`src/rtl/emht_pkg.sv`:
```
// Shared types and constants for the edge midpoint hash table.
`default_nettype none
package emht_pkg;

    localparam int VTX_W           = 14;
    localparam int EDGE_W          = 2 * VTX_W;
    localparam int HOME_W          = 16;
    localparam int TABLE_SLOTS_DEF = 32768;
    localparam int INDEX_BITS_DEF  = 14;
    localparam int MIN_SLOT_BITS   = 4;

    localparam logic [3:0]       SLOT_BITS_RST = 4'd15;
    localparam logic [VTX_W-1:0] FIRST_NEW_RST = 14'd12;

    // Configuration register indexes
    localparam logic [0:0] CFG_SLOT_BITS = 1'b0;
    localparam logic [0:0] CFG_FIRST_NEW = 1'b1;

    // Commands (tuser on the input side)
    localparam logic [1:0] CMD_FIND        = 2'd0;
    localparam logic [1:0] CMD_CLEAR       = 2'd1;
    localparam logic [1:0] CMD_CLEAR_RELOAD = 2'd2;

    // Result status (tuser on the output side)
    localparam logic [1:0] ST_ADDED     = 2'd0;
    localparam logic [1:0] ST_PRESENT   = 2'd1;
    localparam logic [1:0] ST_FULL      = 2'd2;
    localparam logic [1:0] ST_EXHAUSTED = 2'd3;

    // Golden-ratio multiplier, split into 32-bit halves
    localparam logic [31:0] HASH_MULT_HI = 32'h9E37_79B9;
    localparam logic [31:0] HASH_MULT_LO = 32'h7F4A_7C15;

    typedef struct packed {
        logic             start;
        logic [VTX_W-1:0] lo;
        logic [VTX_W-1:0] hi;
    } hash_req_t;

    typedef struct packed {
        logic              done;
        logic [HOME_W-1:0] home;
    } hash_rsp_t;

endpackage
`default_nettype wire

```
`src/rtl/emht_hash.sv`:
```
// Multiplicative edge hash built on one shared 15x32 multiplier over three steps.
`default_nettype none
module emht_hash (
    input  wire logic               aclk,
    input  wire logic               aresetn,
    input  wire emht_pkg::hash_req_t req,
    output emht_pkg::hash_rsp_t      rsp
);

    logic                        run_reg, run_next;
    logic [1:0]                  step_reg, step_next;
    logic [emht_pkg::HOME_W-1:0] acc_reg, acc_next;
    logic                        done_reg, done_next;

    logic [14:0]                 mul_a;
    logic [31:0]                 mul_b;
    logic [46:0]                 prod;
    logic [emht_pkg::HOME_W-1:0] term;
    logic [14:0]                 hi_inc;

    // Key is lo*2^32 + (hi+1); bits 47:32 of key*C split into three partial terms.
    assign hi_inc = 15'(req.hi) + 15'd1;
    assign prod   = 47'(mul_a) * 47'(mul_b);

    always_comb begin
        case (step_reg)
            2'd0: begin
                mul_a = hi_inc;
                mul_b = emht_pkg::HASH_MULT_LO;
                term  = {1'b0, prod[46:32]};
            end
            2'd1: begin
                mul_a = {1'b0, req.lo};
                mul_b = emht_pkg::HASH_MULT_LO;
                term  = prod[15:0];
            end
            2'd2: begin
                mul_a = hi_inc;
                mul_b = emht_pkg::HASH_MULT_HI;
                term  = prod[15:0];
            end
            default: begin
                mul_a = '0;
                mul_b = '0;
                term  = '0;
            end
        endcase
    end

    always_comb begin
        run_next  = run_reg;
        step_next = step_reg;
        acc_next  = acc_reg;
        done_next = 1'b0;
        if (req.start) begin
            run_next  = 1'b1;
            step_next = 2'd0;
            acc_next  = '0;
        end else if (run_reg) begin
            acc_next  = acc_reg + term;
            step_next = step_reg + 2'd1;
            if (step_reg == 2'd2) begin
                run_next  = 1'b0;
                done_next = 1'b1;
            end
        end
    end

    always_ff @(posedge aclk) begin
        if (!aresetn) begin
            run_reg  <= 1'b0;
            step_reg <= 2'd0;
            done_reg <= 1'b0;
        end else begin
            run_reg  <= run_next;
            step_reg <= step_next;
            done_reg <= done_next;
        end
        acc_reg <= acc_next;
    end

    assign rsp.done = done_reg;
    assign rsp.home = acc_reg;

endmodule
`default_nettype wire

```
`config.mk`:
```
export PLATFORM = sky130hd
export DESIGN_NAME = emht_hash
export DESIGN_NICKNAME = d
export VERILOG_FILES = /design/src/rtl/emht_pkg.sv /design/src/rtl/emht_hash.sv
export SDC_FILE = /design/constraint.sdc
export NUM_CORES = 1
export LEC_CHECK = 0
export BUFFER_PORTS_ARGS = -buffer_cell sky130_fd_sc_hd__buf_2
export CORE_AREA = 2 2 153 140
export DETAILED_ROUTE_END_ITERATION = 6
export DIE_AREA = 0 0 155 142
export PLACE_DENSITY = 0.82
export SKIP_CTS_REPAIR_TIMING = 1
export SLEW_MARGIN = 20
export SYNTH_ARGS = -nofsm -noshare
export SYNTH_HDL_FRONTEND = slang
export SYNTH_SLANG_ARGS = --single-unit
```
`constraint.sdc`:
```
create_clock -name aclk -period 14.5 [get_ports aclk]
set_clock_uncertainty 0.1 [all_clocks]
set_input_delay 2.175 -clock aclk [delete_from_list [all_inputs] [get_ports aclk]]
set_output_delay 2.175 -clock aclk [all_outputs]
set_load 0.01 [all_outputs]
```
Yosys cells after proc, flatten, opt, wreduce, memory -nomap -nowiden
Index checks and enable logic that the tools add are counted.
{"block": "totals", "reg_bits": 20, "in_bits": 31, "out_inout_bits": 17, "elab_cells": 25}
{"block": "op_classes", "add_sub_neg": 3, "multipliers": 1, "n_eq_ne": 2, "n_mux": 7, "bitwise": 2, "reduce_logical": 6}
{"operator": "$pmux 32 s2", "n": 1}
{"operator": "$mul 15x32->47", "n": 1}
{"operator": "$pmux 16 s2", "n": 1}
{"operator": "$pmux 15 s2", "n": 1}
{"operator": "$add 16x16->16", "n": 1}
{"operator": "$add 14x1->15 const B", "n": 1}
{"operator": "$reduce_or 2->1", "n": 4}
{"operator": "$mux 1", "n": 4}
{"operator": "$reduce_or 3->1", "n": 1}
{"operator": "$add 2x1->2 const B", "n": 1}
{"operator": "$eq 2x1->1 const B", "n": 1}
{"operator": "$eq 2x2->1 const B", "n": 1}
{"operator": "$logic_not 2->1", "n": 1}
{"operator": "$not 1->1", "n": 2}

Depth between registers and ports, before layout
Gate-level depths: netlist (run 1).
{"block": "logic_depth", "word_depth": 6, "mapped_depth": 39, "depth_no_buf": 38}

Worst setup path after synthesis (run 1)
OpenSTA, ideal clock, no wires.
{"block": "synth_path", "kind": "input -> register", "from": "input port req[3] in the netlist's numbering", "to": "register acc_reg[15] in the netlist's numbering", "setup_time_ps": 116, "arrival_time_ps": 11030, "t_required_ps": 14284, "path_slack_ps": 3253, "stages": 32, "n_path_buf": 0, "path_cell_list": "nand4_1 -> nor2_1 -> and4_1 -> nand2_1 -> nor4_1 -> inv_1 -> nor3_1 -> fa_1 -> fa_1 -> fa_1 -> fa_1 -> fa_1 -> inv_1 -> fa_1 -> inv_1 -> ha_1 -> and2_1 -> nand4_1 -> or3_1 -> o22ai_1 -> o311ai_1 -> and3_1 -> o32ai_1 -> ha_1 -> nor3_1 -> o211a_1 -> o31ai_1 -> nand4_1 -> a31oi_1 -> xnor2_1 -> a21oi_1 -> a31o_2"}
{"block": "synth_via", "elab_chain_len": 5}
{"item": "start: declaration", "line": "emht_hash.sv:6", "source": "input wire emht_pkg::hash_req_t req,"}
{"item": "$add 14x1->15", "line": "emht_hash.sv:22", "source": "assign hi_inc = 15'(req.hi) + 15'd1;"}
{"item": "$pmux 15 s2", "line": "emht_hash.sv:26", "source": "case (step_reg)"}
{"item": "$mul 15x32->47", "line": "emht_hash.sv:23", "source": "assign prod = 47'(mul_a) * 47'(mul_b);"}
{"item": "$pmux 16 s2", "line": "emht_hash.sv:26"}
{"item": "$add 16x16->16", "line": "emht_hash.sv:60", "source": "acc_next = acc_reg + term;"}
{"item": "end signal: assignment", "line": "emht_hash.sv:79", "source": "acc_reg <= acc_next;"}
{"item": "end: declaration", "line": "emht_hash.sv:12", "source": "logic [emht_pkg::HOME_W-1:0] acc_reg, acc_next;"}
Every way passes these cells.
A chain may end at the register's enable or synchronous reset.

Final worst setup path (run 1)
{"block": "layout_path", "from": "input port req[3] in the netlist's numbering", "to": "register acc_reg[12] in the netlist's numbering"}
The elaborated chain is that of the path after synthesis.

==> out/summary.txt, run 1 <==
STATUS
----------------------------------------------------------------------------------------
Outcome                                                                     complete, no violations

SETUP PATH
----------------------------------------------------------------------------------------
Most common cell on crit path                                                       fa_1
Worst-case reg-to-reg path depth                                                      32
Critical path launch point type                                                input pin
Critical path class                                                            in -> reg
Cell with the biggest individual delay on the critical path                      a21oi_1
Kind of cell adding the most delay to the critical path                      adder cells
Critical R2R Launch                                                          step_reg[0]
Worst reg2reg path endpoint                                                  acc_reg[12]
Sum of buffers and inverters on the critical path                                      5
Setup slack of the most critical reg-to-reg path                                 3.71 ns
Required time at the worst-slack endpoint                                       14.55 ns
Worst Setup End Kind                                                           flip-flop
Data arrival time at the worst-slack endpoint                                   12.15 ns
Crit path largest cell delay                                                     0.73 ns
Largest driver fanout on the critical path                                             7

GRT
----------------------------------------------------------------------------------------
Vias in the first global route                                                     10880
Met1 track demand over resource in global routing                                 46.02%
Layer with the highest usage after global routing                                   met2
Antenna violations before repair                                                       0
GR Overflow Total                                                                      0
GRT Util Overall                                                                  35.01%
Routing usage on met3                                                             11.66%
Pin count of the biggest net entering global routing                                  24
Wire length of the first global-routing pass                                    58130 µm
GR Layer Usage met2                                                               56.00%

SYNTHESIS
----------------------------------------------------------------------------------------
Synth warn                                                                             0
Net count after synthesis                                                           1958
Gate Count Post-Synth                                                               1445
Predominant post-synthesis flop cell                                             dfxtp_1
Count of flip-flops with a built-in enable after synthesis                             0
Per-instance average area after synthesis                                      9.222 µm²
Unique cell type count in the Yosys netlist                                           65
Async set-reset flop share out of synthesis                                           0%
Post-synthesis cell area                                                       13330 µm²
Proportion of synthesized chip area in sequential cells                           3.005%
Flop and latch count out of synthesis                                                 20

STA
----------------------------------------------------------------------------------------
Total negative setup slack                                                          0 ns
Slew @ Worst Pin                                                                1.101 ns
Number of setup violations in the final report                                         0
Final worst path period need                                                    12.10 ns
Pins Over Slew Limit                                                                   0
Fmax                                                                           82.67 MHz
Portion of the clock cycle consumed by the worst path in the final layout         83.43%
Max-Slew Margin vs Limit                                                          26.30%
Unrepaired setup endpoints after global routing                                       no
Final number of hold-violating endpoints                                               0

WORST HOLD PATH
----------------------------------------------------------------------------------------
Path class of the lowest-slack min-delay path                                 reg -> reg
Worst Hold Launch                                                             acc_reg[2]
End of the worst hold path                                                    acc_reg[2]
Depth of the worst hold-timing path                                                    2

CLOCKING
----------------------------------------------------------------------------------------
# clock sinks                                                                         20
Clock buffer count from CTS                                                            3
Clock tree root driver cell                                                    clkbuf_16
Clock transition at the registers of the reported paths                          0.06 ns
Worst skew pair latency                                                          0.26 ns
Clock buffer depth                                                                     2
Clock H-tree levels                                                                    1
CTS tree                                                                           built

FLOORPLANNING
----------------------------------------------------------------------------------------
Width of the die                                                                  155 µm
Initial standard-cell utilization of the core                                     65.14%
Area of the core                                                               20460 µm²
Boundary pin count                                                                    48
Cell Rows                                                                             50
Die footprint                                                                  22010 µm²
Die height                                                                        142 µm

FINAL LAYOUT
----------------------------------------------------------------------------------------
Area growth from synthesis to layout                                              5.042%
Leading cell types in the layout, fill and taps excluded                    inv_1 (418), fa_1 (290), ha_1 (192), nand2_1 (72), a21oi_1 (63)
Post-layout net count                                                               1998
Footprint of the flip-flops and latches                                        400.4 µm²
Most frequent standard cell in the layout excluding fill and tap cells             inv_1
Fill count                                                                          1551
Flip-flop count of the largest register after layout                                  16
Share of layout cells above drive strength 1                                      5.256%
Area of the multi-input gates                                                  11270 µm²

PLACED DESIGN
----------------------------------------------------------------------------------------
Gpl congestion                                                                    0.9691
I/O Buffers                                                                           47
Total half-perimeter wirelength after legalization and detailed placement       32240 µm

ROUTING
----------------------------------------------------------------------------------------
Via count                                                                          10280
1st-iter DRT viols                                                                   740
Number of detailed-route iterations in the first pass                                  5
Count of nets left with antenna violations after detail routing                        0
Detailed Route WL                                                               36510 µm
Routed wirelength normalized by instance count                                  20.92 µm
Average vias per placed instance                                                   5.891
Number of remaining DRC errors                                                         0

FLOW RUN
----------------------------------------------------------------------------------------
Maximum Capacitance Violations                                                         0

-- worst reg2reg max path: cells and delay by family (launching register included) --
kind | cells | cell delay, ns
xor gates and xnor gates | 1 | 0.16
AOI/OAI and AO/OA | 8 | 2.82
and+or+nand+nor | 9 | 2.23
DFF | 1 | 0.35
adders and majority gates | 9 | 4.48
buffers and inverters | 5 | 0.51
-- area by class of cell --
cell class                 instances  share of cell area, %
multi-input combinational        983                  80.51
timing repair buffer              59                  2.324
clock inverter                     1                 0.2145
clock buffer                       3                 0.5363
tap                              260                  2.324
sequential                        20                  2.860
inverter                         418                  11.21
antenna                            1                0.01788
-- how the worst max path moves through the flow --
stage / from / endpoint / slack (ns) / cells past startpoint
2_1_floorplan: req[3] / acc_reg[15] / 3.25 / 32
3_3_place_gp: req[3] / acc_reg[15] / 2.64 / 36
3_5_place_dp: req[3] / acc_reg[12] / 2.37 / 36
4_1_cts: req[3] / acc_reg[12] / 2.55 / 36
5_1_grt: req[3] / acc_reg[12] / 1.96 / 37
6_report: req[3] / acc_reg[12] / 2.40 / 35
-- cells by family after synthesis --
kind of cell               count (synthesis)  share of synthesized area (%)
and+or+nand+nor                          243                          8.798
xor gates and xnor gates                  43                          2.826
DFF                                       20                          3.005
adders and majority gates                482                          61.60
AOI/OAI and AO/OA                        198                          9.962
buffers and inverters                    442                          12.54
muxes                                     17                          1.277
-- per-layer routing --
layer	wire length, µm	part of all wire (%)	vias to the layer above
met5	0	0	-
met4	1134	3.1	0
met3	3938	11	88
met2	16910	46	486
met1	14530	40	5112
li1	-	-	4593
-- synthesized netlist by cell type (8+ instances only) --
master / instances / area share [%]
a21o_1: 26 / 1.5
and2_1: 15 / 0.70
o211ai_1: 8 / 0.45
nor2_1: 60 / 1.7
o21ai_0: 23 / 0.86
mux2i_1: 17 / 1.3
nand2b_1: 13 / 0.61
nand2_1: 72 / 2.0
ha_1: 192 / 18
clkbuf_1: 17 / 0.48
xnor2_1: 26 / 1.7
nand3_1: 18 / 0.68
dfxtp_1: 20 / 3.0
a21oi_1: 63 / 2.4
nor3_1: 16 / 0.60
xor2_1: 17 / 1.1
a211oi_1: 10 / 0.56
nand4_1: 16 / 0.75
fa_1: 290 / 44
a31oi_1: 9 / 0.42
inv_1: 418 / 12
o21a_1: 9 / 0.51
-- metrics by stage --
stage	utilization [%]	cells	worst slack, ns	hold WS, ns	instance area, µm²
2_1_floorplan	-	1445	3.253	0.4139	13330
3_3_place_gp	67.85	1740	2.642	0.3969	13880
3_5_place_dp	67.85	1740	2.373	0.4057	13880
4_1_cts	68.37	1744	2.549	0.4146	13990
5_1_grt	68.41	1744	1.964	0.4477	13990
6_report	68.42	1745	2.403	0.4096	14000
Power of run 1 is left out: the tool's default activity adds up to more than one toggle a clock period on the data nets, which glitch-free logic cannot reach.
==> run 2, diff against run 1 <==
--- a/config.mk
+++ b/config.mk
@@ -5,10 +5,11 @@
 export SDC_FILE = /design/constraint.sdc
 export NUM_CORES = 1
 export LEC_CHECK = 0
+export ABC_AREA = 1
 export BUFFER_PORTS_ARGS = -buffer_cell sky130_fd_sc_hd__buf_2
-export CORE_AREA = 2 2 153 140
+export CORE_AREA = 2 2 159 146
 export DETAILED_ROUTE_END_ITERATION = 6
-export DIE_AREA = 0 0 155 142
+export DIE_AREA = 0 0 161 148
 export PLACE_DENSITY = 0.82
 export SKIP_CTS_REPAIR_TIMING = 1
 export SLEW_MARGIN = 20
==> constraint.sdc (replaced) <==
create_clock -name aclk -period 12 [get_ports aclk]
set_clock_uncertainty 0.1 [all_clocks]
set_input_delay 1.8 -clock aclk [delete_from_list [all_inputs] [get_ports aclk]]
set_output_delay 1.8 -clock aclk [all_outputs]
set_load 0.01 [all_outputs]
==> run 2 against run 1 <==
Synthesized area grew 8.3%; critical path depth is 9 higher; worst setup slack got worse by 0.71 ns; core utilization rose by 0.24 points; register-to-register slack got worse by 1.3 ns; final area rose by 8.5%; sequential share of layout area decreased by 0.22 points; global-route usage is 2.2 points higher; worst hold slack better by 0.020 ns; die area increased by 8.3%; first-iteration DRC count increased by 39%; largest cell class unchanged; highest routed layer unchanged.
==> out/summary.txt, run 2 <==
ROUTING
----------------------------------------------------------------------------------------
Average vias per placed instance                                                   5.388   -8.5%
Via count                                                                          12220   +19%
Count of nets left with antenna violations after detail routing                        0   unchanged
1st-iter DRT viols                                                                  1025   +39%
Number of detailed-route iterations in the first pass                                  6   +1
Detailed Route WL                                                               41670 µm   +14%
Routed wirelength normalized by instance count                                  18.37 µm   -12%
Number of remaining DRC errors                                                         0   unchanged

FLOORPLANNING
----------------------------------------------------------------------------------------
Cell Rows                                                                             52   +4.0%
Width of the die                                                                  161 µm   +3.9%
Boundary pin count                                                                    48   unchanged
Initial standard-cell utilization of the core                                     65.23%   +0.089 points
Die height                                                                        148 µm   +4.2%
Die footprint                                                                  23830 µm²   +8.3%
Area of the core                                                               22120 µm²   +8.1%

FINAL LAYOUT
----------------------------------------------------------------------------------------
Most frequent standard cell in the layout excluding fill and tap cells             inv_1
Share of layout cells above drive strength 1                                      4.465%   -0.79 points
Post-layout net count                                                               2485   +24%
Diodes inserted                                                                        0   -1
Flip-flop count of the largest register after layout                                  16   unchanged
Area growth from synthesis to layout                                              5.273%
Leading cell types in the layout, fill and taps excluded                    inv_1 (611), nand2_1 (392), fa_1 (290), ha_1 (192), nor2_1 (147)

STATUS
----------------------------------------------------------------------------------------
Outcome                                                                     complete, no violations

SYNTHESIS
----------------------------------------------------------------------------------------
Proportion of synthesized chip area in sequential cells                           2.775%   -0.23 points
Net count after synthesis                                                           2430   +24%
Post-synthesis cell area                                                       14430 µm²   +8.3%
Largest cells by area after synthesis                                       fa_1 (40%), ha_1 (17%), inv_1 (16%), nand2_1 (10%), nor2_1 (3.9%)
Library cell with the largest summed area after synthesis                           fa_1
List of most frequent post-synthesis cells                                  inv_1 (611), nand2_1 (392), fa_1 (290)
Gate Count Post-Synth                                                               1917   +33%
Area share of the largest cell type after synthesis                               40.24%   -3.3 points
Flop and latch count out of synthesis                                                 20   unchanged
Count of flip-flops with a built-in enable after synthesis                             0   unchanged
Unique cell type count in the Yosys netlist                                           37   -43%
Per-instance average area after synthesis                                      7.527 µm²   -18%
Synth warn                                                                             0   unchanged
Library cell with the highest instance count after synthesis                       inv_1
Async set-reset flop share out of synthesis                                           0%   unchanged
Predominant post-synthesis flop cell                                             dfxtp_1

STA
----------------------------------------------------------------------------------------
Total negative setup slack                                                          0 ns   unchanged
Max-Slew Margin vs Limit                                                          28.07%   +1.8 points
Portion of the clock cycle consumed by the worst path in the final layout         85.92%
Number of setup violations in the final report                                         0   unchanged
Fmax                                                                           96.99 MHz
Slew @ Worst Pin                                                                1.075 ns   -0.02645 ns
Final number of hold-violating endpoints                                               0   unchanged
Final worst path period need                                                    10.31 ns
Pins Over Slew Limit                                                                   0   unchanged
Unrepaired setup endpoints after global routing                                       no

SETUP PATH
----------------------------------------------------------------------------------------
Cell with the biggest individual delay on the critical path                       nor2_1
Required time at the worst-slack endpoint                                       12.06 ns   -2.49 ns
Worst Setup End Kind                                                           flip-flop
Data arrival time at the worst-slack endpoint                                   10.37 ns   -1.78 ns
Critical path class                                                            in -> reg
Most common cell on crit path                                                    nand2_1
Critical path launch point type                                                input pin
Crit path largest cell delay                                                     0.77 ns   +0.04 ns
Largest driver fanout on the critical path                                             6   -1

CLOCKING
----------------------------------------------------------------------------------------
Clock H-tree levels                                                                    1   unchanged
Clock buffer count from CTS                                                            3   unchanged
Worst skew pair latency                                                          0.26 ns   about the same
CTS tree                                                                           built
Clock transition at the registers of the reported paths                          0.06 ns   about the same
# clock sinks                                                                         20   unchanged
Clock tree root driver cell                                                    clkbuf_16
Clock buffer depth                                                                     2   unchanged

GRT
----------------------------------------------------------------------------------------
Antenna violations before repair                                                       0   unchanged
GR Overflow Total                                                                      0   unchanged
Wire length of the first global-routing pass                                    68210 µm   +17%
Vias in the first global route                                                     13120   +21%
GRT Util Overall                                                                  37.22%   +2.2 points
Pin count of the biggest net entering global routing                                  27   +13%

PLACED DESIGN
----------------------------------------------------------------------------------------
Gpl congestion                                                                     1.011   +4.3%
I/O Buffers                                                                           47   unchanged
Total half-perimeter wirelength after legalization and detailed placement       37250 µm   +16%

FLOW RUN
----------------------------------------------------------------------------------------
Maximum Capacitance Violations                                                         0   unchanged

WORST HOLD PATH
----------------------------------------------------------------------------------------
Path class of the lowest-slack min-delay path                                 reg -> reg

run 2: worst max-delay path: cells and delay by family:
family	cells	cell delay, ns
buf+inv	9	0.69
simple gates	20	2.66
compound gates	6	1.18
fa+ha+maj	9	4.01
run 2: metal layers:
metal	GRT usage, %	part of all wire (%)	up-vias
met5	0	0	-
met4	19.51	6.8	0
met3	5.976	7.9	155
met2	61.46	46	529
met1	47.63	39	5822
li1	-	-	5714
run 2: cell families after synthesis:
logic type	Yosys count	synth area share (%)
and+or+nand+nor	653	18.54
buffers and inverters	627	16.37
adders and majority gates	482	56.89
AOI/OAI and AO/OA	122	4.639
DFF	20	2.775
xor gates and xnor gates	13	0.7891
run 2: through the flow:
| step | area [µm²] | cells | hold slack [ns] | worst slack (ns) | utilization, % |
|---|---|---|---|---|---|
| floorplan | 14430 | 1917 | 0.3745 | 2.564 | - |
| global placement | 15100 | 2264 | 0.3889 | 1.843 | 68.25 |
| detailed placement | 15100 | 2264 | 0.4210 | 1.566 | 68.25 |
| CTS | 15190 | 2268 | 0.4300 | 1.807 | 68.65 |
| global route | 15190 | 2268 | 0.4558 | 1.096 | 68.67 |
| finish | 15190 | 2268 | 0.4297 | 1.689 | 68.67 |
run 2: cell type report:
class	instances	area (µm²)
multi-input combinational	1270	11670
tap	297	371.6
fill	1885	6932
inverter	614	2305
timing repair buffer	63	355.3
clock buffer	4	88.84
sequential	20	400.4
run 2: path summary, 6_finish.rpt:
path,startpoint,to,slack (ns),cells after the start
worst min register to register,step_reg[0],step_reg[0],0.43,2
worst max-delay path,req[0],acc_reg[10],1.69,44
worst max register to register,step_reg[0],acc_reg[10],2.40,39
worst min-delay path,step_reg[0],step_reg[0],0.43,2
Power of run 2 is left out for the same reason.
